$ cat config.mk
export PLATFORM = sky130hd
export DESIGN_NAME = pcb_cordic
export DESIGN_NICKNAME = d
export VERILOG_FILES = /design/src/rtl/core/pcb_pkg.sv /design/src/rtl/core/pcb_cordic.sv
export SDC_FILE = /design/constraint.sdc
export NUM_CORES = 2
export LEC_CHECK = 0
export BUFFER_PORTS_ARGS = -buffer_cell sky130_fd_sc_hd__buf_2
export CAP_MARGIN = 25
export CORE_ASPECT_RATIO = 0.75
export CORE_UTILIZATION = 50
export DETAILED_ROUTE_END_ITERATION = 10
export GPL_TIMING_DRIVEN = 1
export PLACE_DENSITY = 0.72
export SYNTH_ARGS = -nofsm -noshare
export SYNTH_HDL_FRONTEND = slang
export SYNTH_SLANG_ARGS = --single-unit
$ cat constraint.sdc
create_clock -name clk -period 21 [get_ports clk]
set_input_delay 4.2 -clock clk [delete_from_list [all_inputs] [get_ports clk]]
set_output_delay 4.2 -clock clk [all_outputs]
set_load 0.1 [all_outputs]
$ cat src/rtl/core/pcb_pkg.sv
package pcb_pkg;

    localparam int CORDIC_STEPS = 16;
    localparam int CORDIC_STAGES = 8;
    localparam int STEPS_PER_STAGE = CORDIC_STEPS / CORDIC_STAGES;

    localparam logic signed [16:0] PI_Q12 = 17'sd12868;
    localparam logic signed [16:0] TWO_PI_Q12 = 17'sd25736;
    localparam logic signed [19:0] PI_Q16 = 20'sd205887;
    localparam logic signed [19:0] HALF_PI_Q16 = 20'sd102944;
    localparam logic signed [19:0] CORDIC_K = 20'sd39797;

    localparam logic [1:0] MODE_STAND = 2'd1;
    localparam logic [1:0] MODE_WALK = 2'd2;

    localparam logic [2:0] REG_GAIN_X = 3'd0;
    localparam logic [2:0] REG_GAIN_Y = 3'd1;
    localparam logic [2:0] REG_GAIN_YAW = 3'd2;
    localparam logic [2:0] REG_LIMIT_VX = 3'd3;
    localparam logic [2:0] REG_LIMIT_VY = 3'd4;
    localparam logic [2:0] REG_LIMIT_VYAW = 3'd5;
    localparam logic [2:0] REG_RUN_ENABLE = 3'd6;

    typedef struct packed {
        logic [15:0] gain_x;
        logic [15:0] gain_y;
        logic [15:0] gain_yaw;
        logic [30:0] limit_vx;
        logic [30:0] limit_vy;
        logic [30:0] limit_vyaw;
        logic        run_enable;
    } cfg_t;

    typedef struct packed {
        logic signed [40:0] vxw;
        logic signed [40:0] vyw;
        logic signed [28:0] vyaw;
    } vel_t;

    typedef struct packed {
        logic signed [19:0] x;
        logic signed [19:0] y;
        logic signed [19:0] z;
        logic               flip;
        vel_t               vel;
    } cord_t;

    function automatic logic signed [19:0] atan_q16(input logic [3:0] i);
        logic signed [19:0] r;
        case (i)
            4'd0:    r = 20'sd51472;
            4'd1:    r = 20'sd30386;
            4'd2:    r = 20'sd16055;
            4'd3:    r = 20'sd8150;
            4'd4:    r = 20'sd4091;
            4'd5:    r = 20'sd2047;
            4'd6:    r = 20'sd1024;
            4'd7:    r = 20'sd512;
            4'd8:    r = 20'sd256;
            4'd9:    r = 20'sd128;
            4'd10:   r = 20'sd64;
            4'd11:   r = 20'sd32;
            4'd12:   r = 20'sd16;
            4'd13:   r = 20'sd8;
            4'd14:   r = 20'sd4;
            default: r = 20'sd2;
        endcase
        return r;
    endfunction

    function automatic cord_t cord_step(input cord_t a, input logic [3:0] i);
        cord_t r;
        logic signed [19:0] dx;
        logic signed [19:0] dy;
        r = a;
        dx = a.y >>> i;
        dy = a.x >>> i;
        if (a.z >= 0)
        begin
            r.x = a.x - dx;
            r.y = a.y + dy;
            r.z = a.z - atan_q16(i);
        end
        else
        begin
            r.x = a.x + dx;
            r.y = a.y - dy;
            r.z = a.z + atan_q16(i);
        end
        return r;
    endfunction

endpackage

$ cat src/rtl/core/pcb_cordic.sv
module pcb_cordic (
    input  logic           clk,
    input  logic           rst_n,
    input  logic           in_valid,
    output logic           in_ready,
    input  pcb_pkg::cord_t in_data,
    output logic           out_valid,
    input  logic           out_ready,
    output pcb_pkg::cord_t out_data
);

    localparam int N = pcb_pkg::CORDIC_STAGES;
    localparam int S = pcb_pkg::STEPS_PER_STAGE;

    logic           valid_reg [N];
    pcb_pkg::cord_t data_reg [N];
    logic           ready [N];
    logic           src_valid [N];
    pcb_pkg::cord_t src_data [N];
    pcb_pkg::cord_t data_next [N];

    genvar k;
    generate
        for (k = 0; k < N; k++)
        begin : g_stage
            if (k == 0)
            begin : g_first
                assign src_valid[k] = in_valid;
                assign src_data[k] = in_data;
            end
            else
            begin : g_rest
                assign src_valid[k] = valid_reg[k-1];
                assign src_data[k] = data_reg[k-1];
            end

            if (k == N - 1)
            begin : g_last
                assign ready[k] = !valid_reg[k] || out_ready;
            end
            else
            begin : g_mid
                assign ready[k] = !valid_reg[k] || ready[k+1];
            end

            always_comb
            begin
                pcb_pkg::cord_t t;
                t = src_data[k];
                for (int j = 0; j < S; j++)
                    t = pcb_pkg::cord_step(t, 4'(k * S + j));
                data_next[k] = t;
            end

            always_ff @(posedge clk or negedge rst_n)
            begin
                if (!rst_n)
                    valid_reg[k] <= 1'b0;
                else if (ready[k])
                    valid_reg[k] <= src_valid[k];
            end

            always_ff @(posedge clk)
            begin
                if (ready[k] && src_valid[k])
                    data_reg[k] <= data_next[k];
            end
        end
    endgenerate

    assign in_ready = ready[0];
    assign out_valid = valid_reg[N-1];
    assign out_data = data_reg[N-1];

endmodule

==> metrics.csv <==
metric,value,unit
cap_violations,0,
post-route-drc-count,0,
min_to,data_reg[1][28],
finalWirelength,222000,µm
period_share,57.2,%
skew,0.0600,ns
critPathArrivalTime,12.51,ns
synth_nets,9617,
rows,134,
async_reset_ff_share,0.578,%
cp.required,21.51,ns
cts-resized-gates,0,
seqCellArea,0.0415,mm²
nFillCells,15100,
ys_top_cells_by_count,"edfxtp_1 (1376), ha_1 (926), nor2_1 (677), xnor2_1 (667), a21oi_1 (617)",
port_buffers,349,
crit_top_cell,o21ai_0,
setup_viol,0,
grt_usage,23.8,%
slew_headroom,25.1,%
crit_fanout,35,
seq_area_frac_synth,45.8,%
drt_pass1_iterations,9,
worst_slew_pin_slew,1.12,ns
synth.most_common_cell,edfxtp_1,
cts_tree,yes,
cp_slowest_cell,or2_2,
dp_slack,8.13,ns
ys_ff_latch,1384,
final_antenna_net_count,0,
core_area,0.179,mm²
hold_class,flop to flop,
clk_pin_slew,0.07,ns
cts_hold_buf,0,
rr_worst_depth,35,
fin_ws,8.99,ns
die_w,494,µm
final_max_slew_viol_count,0,
vias_per_cell,5.74,
grt_max_degree,134,
post-cts-setup-buffers,0,
yosys.area.top_type_share,45.6,%
dp_hpwl,170000,µm
place.gp.congestion,0.904,
routedWlPerCell,19.7,µm
area_delta_synth_final,8.89,%
globalRouteOverflowTotal,0,
cp_top_family,compound AO/OA/AOI/OAI gates,
rrSetupSlack,11.95,ns
r2r-end,data_reg[1][687],
synth-edff-count,1376,
syn_area_per_cell,10.7,µm²
crit_type,primary input to flop,
stdcell_count,11200,
largest_register_ffs,1376,
antenna_found_initial,17,
hold_start,data_reg[0][544],
cp-end-kind,flop,
r2r_start,data_reg[1][475],
cts_made_buffers,137,
yosysTopAreaCell,edfxtp_1,
synth_top_cells_by_area,"edfxtp_1 (46%), ha_1 (13%), xnor2_1 (6.4%)",
clkLatencyLatePin,0.79,ns
clock_path_buffers,3,
fin_crit,12.01,ns
drive_gt1_share,8.15,%
dp_cells,11000,
vias,64400,
grt_pass1_wl,345000,µm
cts_sinks,1384,
hold_viol_final,0,
clock-root-buffer,clkbuf_16,
die_y,371,µm
finalSetupTns,0,ns
rsz0062_at_grt,no,
whs,0.387,ns
io_pins,350,
cp-start-kind,primary input,
synth.cell_area,0.0907,mm²
htreeDepth,4,
whs_path_depth,0,
multi_input_area,0.0455,mm²
status,"complete, no violations",
synth-warning-count,0,
slowest_delay,0.62,ns
fmax,83.3,MHz
synth-main-ff-cell,edfxtp_1,
cp.buffers_inverters,4,
syn_inst,8468,
synth_cell_types,105,
start_util,50.6,%
drt_iter0_markers,5409,
die_area,0.183,mm²
nets,9866,
grt_pass1_vias,62200,
final cells by class:
type	count	share of cell area, %
antenna	8	0.0203
clock inverter	94	1.11
multi-input combinational	6266	46.1
tap	2380	3.02
inverter	540	2.05
clock buffer	158	3.55
sequential	1384	42.1
timing repair buffer	388	2.14
logic make-up (layout without fill, tap and decap cells):
family	Yosys count	after routing	share of synthesized area (%)
simple gates	2205	2205	11.7
flops	1384	1384	45.8
fa+ha+maj	975	975	13.8
mux	33	33	0.381
other cells	0	8	0
xor+xnor	991	991	9.65
compound gates	2062	2062	14.5
buf+inv	818	1180	4.14
worst max-delay path by stage:
stage / slack, ns / depth (start not counted) / endpoint / start
global route: 8.28 / 30 / data_reg[0][171] / in_data[131]
detailed placement: 8.13 / 30 / data_reg[0][171] / in_data[131]
global placement: 8.17 / 30 / data_reg[0][171] / in_data[131]
CTS: 8.98 / 30 / data_reg[0][171] / in_data[131]
finish: 8.99 / 30 / data_reg[0][171] / in_data[131]
floorplan: 7.35 / 2 / data_reg[1][172] / out_ready
placed cells by master (no fill, tap or decap), types with 59 or more instances in the layout:
cell type | Yosys | routed
a21o_1 | 188 | 188
a21oi_1 | 617 | 617
a31oi_1 | 60 | 59
buf_2 | 12 | 349
clkbuf_16 | 0 | 137
edfxtp_1 | 1376 | 1376
ha_1 | 926 | 926
inv_1 | 530 | 530
nand2_1 | 516 | 516
nand2b_1 | 124 | 124
nand3_1 | 136 | 136
nor2_1 | 677 | 675
nor2b_1 | 138 | 136
nor3_1 | 223 | 223
nor4_1 | 69 | 69
o21a_1 | 127 | 127
o21ai_0 | 423 | 423
o21ai_1 | 67 | 67
o21bai_1 | 66 | 66
o31ai_1 | 62 | 62
or3_1 | 78 | 78
xnor2_1 | 667 | 663
xor2_1 | 319 | 319
through the flow:
step,instance area [µm²],utilization [%]
floorplan,90700,-
global placement,94000,52.5
detailed placement,94100,52.6
CTS,98700,55.1
global route,98700,55.1
finish,98700,55.1
layer usage:
layer	routed length, µm	share of wire, %	vias up	track usage [%]
met2	103000	46	1830	39.1
met1	102000	46	30900	33.0
met5	17	0.0077	-	0
li1	-	-	31300	-
met4	5280	2.4	2	6.32
met3	11800	5.3	311	3.22
Power is left out: the tool's default activity adds up to more than one toggle a clock period on the data nets, which glitch-free logic cannot reach.
