<file path="src/rtl/core/pcb_pkg.sv">
package pcb_pkg;

    localparam int CORDIC_STEPS = 16;
    localparam int CORDIC_STAGES = 8;
    localparam int STEPS_PER_STAGE = CORDIC_STEPS / CORDIC_STAGES;

    localparam logic signed [16:0] PI_Q12 = 17'sd12868;
    localparam logic signed [16:0] TWO_PI_Q12 = 17'sd25736;
    localparam logic signed [19:0] PI_Q16 = 20'sd205887;
    localparam logic signed [19:0] HALF_PI_Q16 = 20'sd102944;
    localparam logic signed [19:0] CORDIC_K = 20'sd39797;

    localparam logic [1:0] MODE_STAND = 2'd1;
    localparam logic [1:0] MODE_WALK = 2'd2;

    localparam logic [2:0] REG_GAIN_X = 3'd0;
    localparam logic [2:0] REG_GAIN_Y = 3'd1;
    localparam logic [2:0] REG_GAIN_YAW = 3'd2;
    localparam logic [2:0] REG_LIMIT_VX = 3'd3;
    localparam logic [2:0] REG_LIMIT_VY = 3'd4;
    localparam logic [2:0] REG_LIMIT_VYAW = 3'd5;
    localparam logic [2:0] REG_RUN_ENABLE = 3'd6;

    typedef struct packed {
        logic [15:0] gain_x;
        logic [15:0] gain_y;
        logic [15:0] gain_yaw;
        logic [30:0] limit_vx;
        logic [30:0] limit_vy;
        logic [30:0] limit_vyaw;
        logic        run_enable;
    } cfg_t;

    typedef struct packed {
        logic signed [40:0] vxw;
        logic signed [40:0] vyw;
        logic signed [28:0] vyaw;
    } vel_t;

    typedef struct packed {
        logic signed [19:0] x;
        logic signed [19:0] y;
        logic signed [19:0] z;
        logic               flip;
        vel_t               vel;
    } cord_t;

    function automatic logic signed [19:0] atan_q16(input logic [3:0] i);
        logic signed [19:0] r;
        case (i)
            4'd0:    r = 20'sd51472;
            4'd1:    r = 20'sd30386;
            4'd2:    r = 20'sd16055;
            4'd3:    r = 20'sd8150;
            4'd4:    r = 20'sd4091;
            4'd5:    r = 20'sd2047;
            4'd6:    r = 20'sd1024;
            4'd7:    r = 20'sd512;
            4'd8:    r = 20'sd256;
            4'd9:    r = 20'sd128;
            4'd10:   r = 20'sd64;
            4'd11:   r = 20'sd32;
            4'd12:   r = 20'sd16;
            4'd13:   r = 20'sd8;
            4'd14:   r = 20'sd4;
            default: r = 20'sd2;
        endcase
        return r;
    endfunction

    function automatic cord_t cord_step(input cord_t a, input logic [3:0] i);
        cord_t r;
        logic signed [19:0] dx;
        logic signed [19:0] dy;
        r = a;
        dx = a.y >>> i;
        dy = a.x >>> i;
        if (a.z >= 0)
        begin
            r.x = a.x - dx;
            r.y = a.y + dy;
            r.z = a.z - atan_q16(i);
        end
        else
        begin
            r.x = a.x + dx;
            r.y = a.y - dy;
            r.z = a.z + atan_q16(i);
        end
        return r;
    endfunction

endpackage

</file>
<file path="src/rtl/core/pcb_err.sv">
module pcb_err (
    input  logic               clk,
    input  logic               rst_n,
    input  pcb_pkg::cfg_t      cfg,
    input  logic               in_valid,
    output logic               in_ready,
    input  logic signed [31:0] goal_x,
    input  logic signed [31:0] goal_y,
    input  logic signed [14:0] goal_heading,
    input  logic signed [31:0] pos_x,
    input  logic signed [31:0] pos_y,
    input  logic signed [14:0] heading,
    output logic               out_valid,
    input  logic               out_ready,
    output pcb_pkg::cord_t     out_data
);

    logic               a_valid_reg;
    logic signed [32:0] ex_reg;
    logic signed [32:0] ey_reg;
    logic signed [16:0] eh_reg;
    logic signed [19:0] z_reg;
    logic               flip_reg;
    logic               a_ready;
    logic               b_valid_reg;
    pcb_pkg::cord_t     b_reg;
    logic               b_ready;

    logic signed [32:0] ex_next;
    logic signed [32:0] ey_next;
    logic signed [16:0] eh_raw;
    logic signed [16:0] eh_next;
    logic signed [19:0] z_raw;
    logic signed [19:0] z_next;
    logic               flip_next;
    logic signed [48:0] px;
    logic signed [48:0] py;
    logic signed [32:0] ph;
    pcb_pkg::cord_t     b_next;

    assign b_ready = !b_valid_reg || out_ready;
    assign a_ready = !a_valid_reg || b_ready;
    assign in_ready = a_ready;

    always_comb
    begin
        ex_next = 33'(goal_x) - 33'(pos_x);
        ey_next = 33'(goal_y) - 33'(pos_y);
        eh_raw = 17'(goal_heading) - 17'(heading);
        if (eh_raw > pcb_pkg::PI_Q12)
            eh_next = eh_raw - pcb_pkg::TWO_PI_Q12;
        else if (eh_raw < -pcb_pkg::PI_Q12)
            eh_next = eh_raw + pcb_pkg::TWO_PI_Q12;
        else
            eh_next = eh_raw;
        z_raw = {heading[14], heading, 4'b0000};
        flip_next = 1'b1;
        if (z_raw > pcb_pkg::HALF_PI_Q16)
            z_next = z_raw - pcb_pkg::PI_Q16;
        else if (z_raw < -pcb_pkg::HALF_PI_Q16)
            z_next = z_raw + pcb_pkg::PI_Q16;
        else
        begin
            z_next = z_raw;
            flip_next = 1'b0;
        end
    end

    always_comb
    begin
        px = 49'(ex_reg) * $signed({33'd0, cfg.gain_x});
        py = 49'(ey_reg) * $signed({33'd0, cfg.gain_y});
        ph = 33'(eh_reg) * $signed({17'd0, cfg.gain_yaw});
        b_next.x = pcb_pkg::CORDIC_K;
        b_next.y = '0;
        b_next.z = z_reg;
        b_next.flip = flip_reg;
        b_next.vel.vxw = px[48:8];
        b_next.vel.vyw = py[48:8];
        b_next.vel.vyaw = ph[32:4];
    end

    always_ff @(posedge clk or negedge rst_n)
    begin
        if (!rst_n)
        begin
            a_valid_reg <= 1'b0;
            b_valid_reg <= 1'b0;
        end
        else
        begin
            if (a_ready)
                a_valid_reg <= in_valid;
            if (b_ready)
                b_valid_reg <= a_valid_reg;
        end
    end

    always_ff @(posedge clk)
    begin
        if (a_ready && in_valid)
        begin
            ex_reg <= ex_next;
            ey_reg <= ey_next;
            eh_reg <= eh_next;
            z_reg <= z_next;
            flip_reg <= flip_next;
        end
        if (b_ready && a_valid_reg)
            b_reg <= b_next;
    end

    assign out_valid = b_valid_reg;
    assign out_data = b_reg;

endmodule

</file>
<file path="config.mk">
export PLATFORM = sky130hd
export DESIGN_NAME = pcb_err
export DESIGN_NICKNAME = d
export VERILOG_FILES = /design/src/rtl/core/pcb_pkg.sv /design/src/rtl/core/pcb_err.sv
export SDC_FILE = /design/constraint.sdc
export NUM_CORES = 2
export LEC_CHECK = 0
export BUFFER_PORTS_ARGS = -buffer_cell sky130_fd_sc_hd__buf_2
export CAP_MARGIN = 5
export CORE_ASPECT_RATIO = 0.6
export CORE_MARGIN = 2
export CORE_UTILIZATION = 25
export CTS_CLUSTER_SIZE = 28
export DETAILED_ROUTE_END_ITERATION = 12
export HOLD_SLACK_MARGIN = 0.02
export PLACE_DENSITY_LB_ADDON = 0.2
export SYNTH_ARGS = -nofsm -noshare
export SYNTH_HDL_FRONTEND = slang
export SYNTH_SLANG_ARGS = --single-unit
export TNS_END_PERCENT = 5
</file>
<file path="constraint.sdc">
create_clock -name clk -period 11.25 [get_ports clk]
set_input_delay 2.25 -clock clk [delete_from_list [all_inputs] [get_ports clk]]
set_output_delay 2.25 -clock clk [all_outputs]
set_load 0.05 [all_outputs]
</file>
==> out/summary.txt <==
port buffer count - 343
DIE HEIGHT - 377.6 um
Vias - 41.36k
Clock Tree Root - clkbuf_16
Setup crit end - out_data[110]
Antenna Nets Post-Route - 0
Synth Area in Compound Gates - 0.05582
final HPWL from detailed placement - 146.4 mm
final hold violations - 0
Synth Cell Area - 58160 um^2
Final Slew Violations - 0
crit path DAT - 10.54 ns
FF-to-FF End - out_data[110]
Setup WS pre-CTS - 0.4733 ns
Yosys cell types - 85
Worst setup EP type - register
row cnt - 137
final critical-path required period - 10.15 ns
Reg2Reg Launch Point - ex_reg[12]
top cell type's share of synthesized area - 0.4364
final std cells w/o fill - 9609
Worst Hold Depth - 0
count leader, synth - inv_1
EDFF count, synth - 230
drt wl/cell - 18.92 um
Core ar. - 231900 um^2
DRT Wirelength - 181.8 mm
Synth Area in Simple Gates - 0.1433
hold_buf cts - 0
TritonCTS buffer count - 36
layout cells sized above 1 - 0.07529
IO Pins - 478
R2R Setup Slk - 2.39 ns
Max clock buf depth - 3
Iter 0 DRT Violations - 2586
largest net degree at the start of global routing - 53
Worst-Margin Slew - 1.131 ns
worst-skew pair later-pin latency - 0.66 ns
Resize count post-CTS - 0
vias in the first global route - 44.25k
Mapped Avg Cell Area - 9.360 um^2
routability cong. - 0.8466
worst hold path type - register to register
Max Cap Violations - 0
post-synthesis mux area share - 0.0003657
Synth area leader - fa_1
Pre-Repair DR Iteration Count - 5
Crit Path Category - input port to register
first-pass GRT wire length - 279.0 mm
antenna violations before repair - 16
Fmax - 98.53 MHz
Setup Fix Bufs, Post-CTS - 0
Layout area overhead - 10.96%
final-layout fill cell count - 24.85k
beginning of the worst hold path - z_reg[15]
Post-Route Setup TNS - 0 ns
period utilisation layout - 0.9021
status - completed
largest fanout on the critical path - 33
Clock Sinks - 232
Setup violations, final - 0
TritonCTS clock tree - built
Final WS setup - 1.101 ns
Critical Path RT - 11.64 ns
main flop type after synthesis - edfxtp_1
Gate Count Post-Synth - 6214
clock transition at the registers of the reported paths - 0.06 ns
GRT Residual Overflow - 0
xor/xnor cell area share of the yosys netlist - 0.03371
Post-route DRC - 0
largest family of logic cells by synthesized area - adder cells
Synth Register Bits - 232
final net count - 8410
htree depth - 2
die area - 236700 um^2
RSZ-0062 raised after global routing - false
GRT Overall Usage - 0.1571
leading post-synthesis cells by cell area - fa_1 (44%), edfxtp_1 (12%), inv_1 (11%)
Synthesis Warnings - 0
Worst Skew - 0.04568 ns
Post-synth ARST share - 0.008621
Critical Path Start Type - input port
initial core utilization - 0.2508
register area share after synthesis - 0.1196
cells on worst reg2reg path - 24
Vias/cell - 4.305
final core utilization - 0.2783
Slew headroom - 0.2462
Die Span X - 626.7 um
Synth top cells by count - inv_1 (1642), fa_1 (1268), nand2_1 (801), and2_1 (593), ha_1 (396)
crit path launch - cfg[132]
placed instance count - 9531
max FFs per register - 129
Post-Synth Adder-Cell Area - 0.5216
[stage by stage]
stage | area (um^2) | hold WS (ns)
after floorplan | 58310 | 0.4003
after global placement | 63290 | 0.4014
after detailed placement | 63290 | 0.4045
after CTS | 64500 | 0.4189
after global routing | 64520 | 0.4247
final | 64540 | 0.4183
[per-layer routing]
metal,vias to the layer above,GRT usage,wire length (um)
li1,18770,-,-
met1,21340,0.2447,92610
met2,1121,0.2224,72870
met3,132,0.03036,12820
met4,2,0.02986,3504
met5,-,0,8
[kinds of logic (layout without fill, tap and decap cells)]
| kind of cell | Yosys count | in the layout |
|---|---|---|
| adder cells (fa/ha/maj) | 1664 | 1664 |
| XOR/XNOR | 223 | 223 |
| AO/OA/AOI/OAI | 490 | 490 |
| other | 2 | 54 |
| AND/OR/NAND/NOR | 1703 | 1703 |
| multiplexers | 2 | 2 |
| flip-flops | 232 | 232 |
| buffers and inverters | 1898 | 2114 |
[worst max-delay path, cell delays in order]
cell and delay, ns:
buf_2 0.69, and2_1 0.26, fa_1 0.44, inv_1 0.09
fa_1 0.46, fa_1 0.52, inv_1 0.06, fa_1 0.51
fa_1 0.52, inv_1 0.05, fa_1 0.48, inv_1 0.04
ha_1 0.34, and3_1 0.23, nand4_1 0.25, a211oi_1 0.84
buf_4 0.26, o211ai_1 0.16, nand3b_1 0.28, o221ai_1 0.34
o41ai_1 0.73, a21oi_1 0.22, o21bai_1 0.24, a21o_1 0.16
xnor2_1 0.06
[area by class of cell]
class	instances	area, um^2	share of cell area
multi-input cells	4122	44060	0.6827
flip-flops and latches	232	6957	0.1078
inverters	1643	6167	0.09556
well taps	3127	3913	0.06062
repair buffers	407	2197	0.03404
clock buffers	38	908.4	0.01408
clock inverters	26	301.5	0.004672
diodes	14	35.03	0.0005428
[worst min path at each step]
| stage | to | slack (ns) |
|---|---|---|
| global placement | out_data[131] | 0.40 |
| detailed placement | out_data[127] | 0.40 |
| floorplan | out_data[112] | 0.40 |
| CTS | out_data[127] | 0.42 |
| global route | out_data[130] | 0.42 |
| finish | out_data[127] | 0.42 |
[cell usage in the layout (no fill, tap or decap), types with 74 or more instances in the layout]
cell type,instances
nor2_1,103
a21oi_1,146
edfxtp_1,230
fa_1,1268
ha_1,396
and2_1,591
buf_2,343
inv_1,1642
o21ai_0,74
xnor2_1,158
nand2_1,801
Power is left out: the tool's default activity adds up to more than one toggle a clock period on the data nets, which glitch-free logic cannot reach.
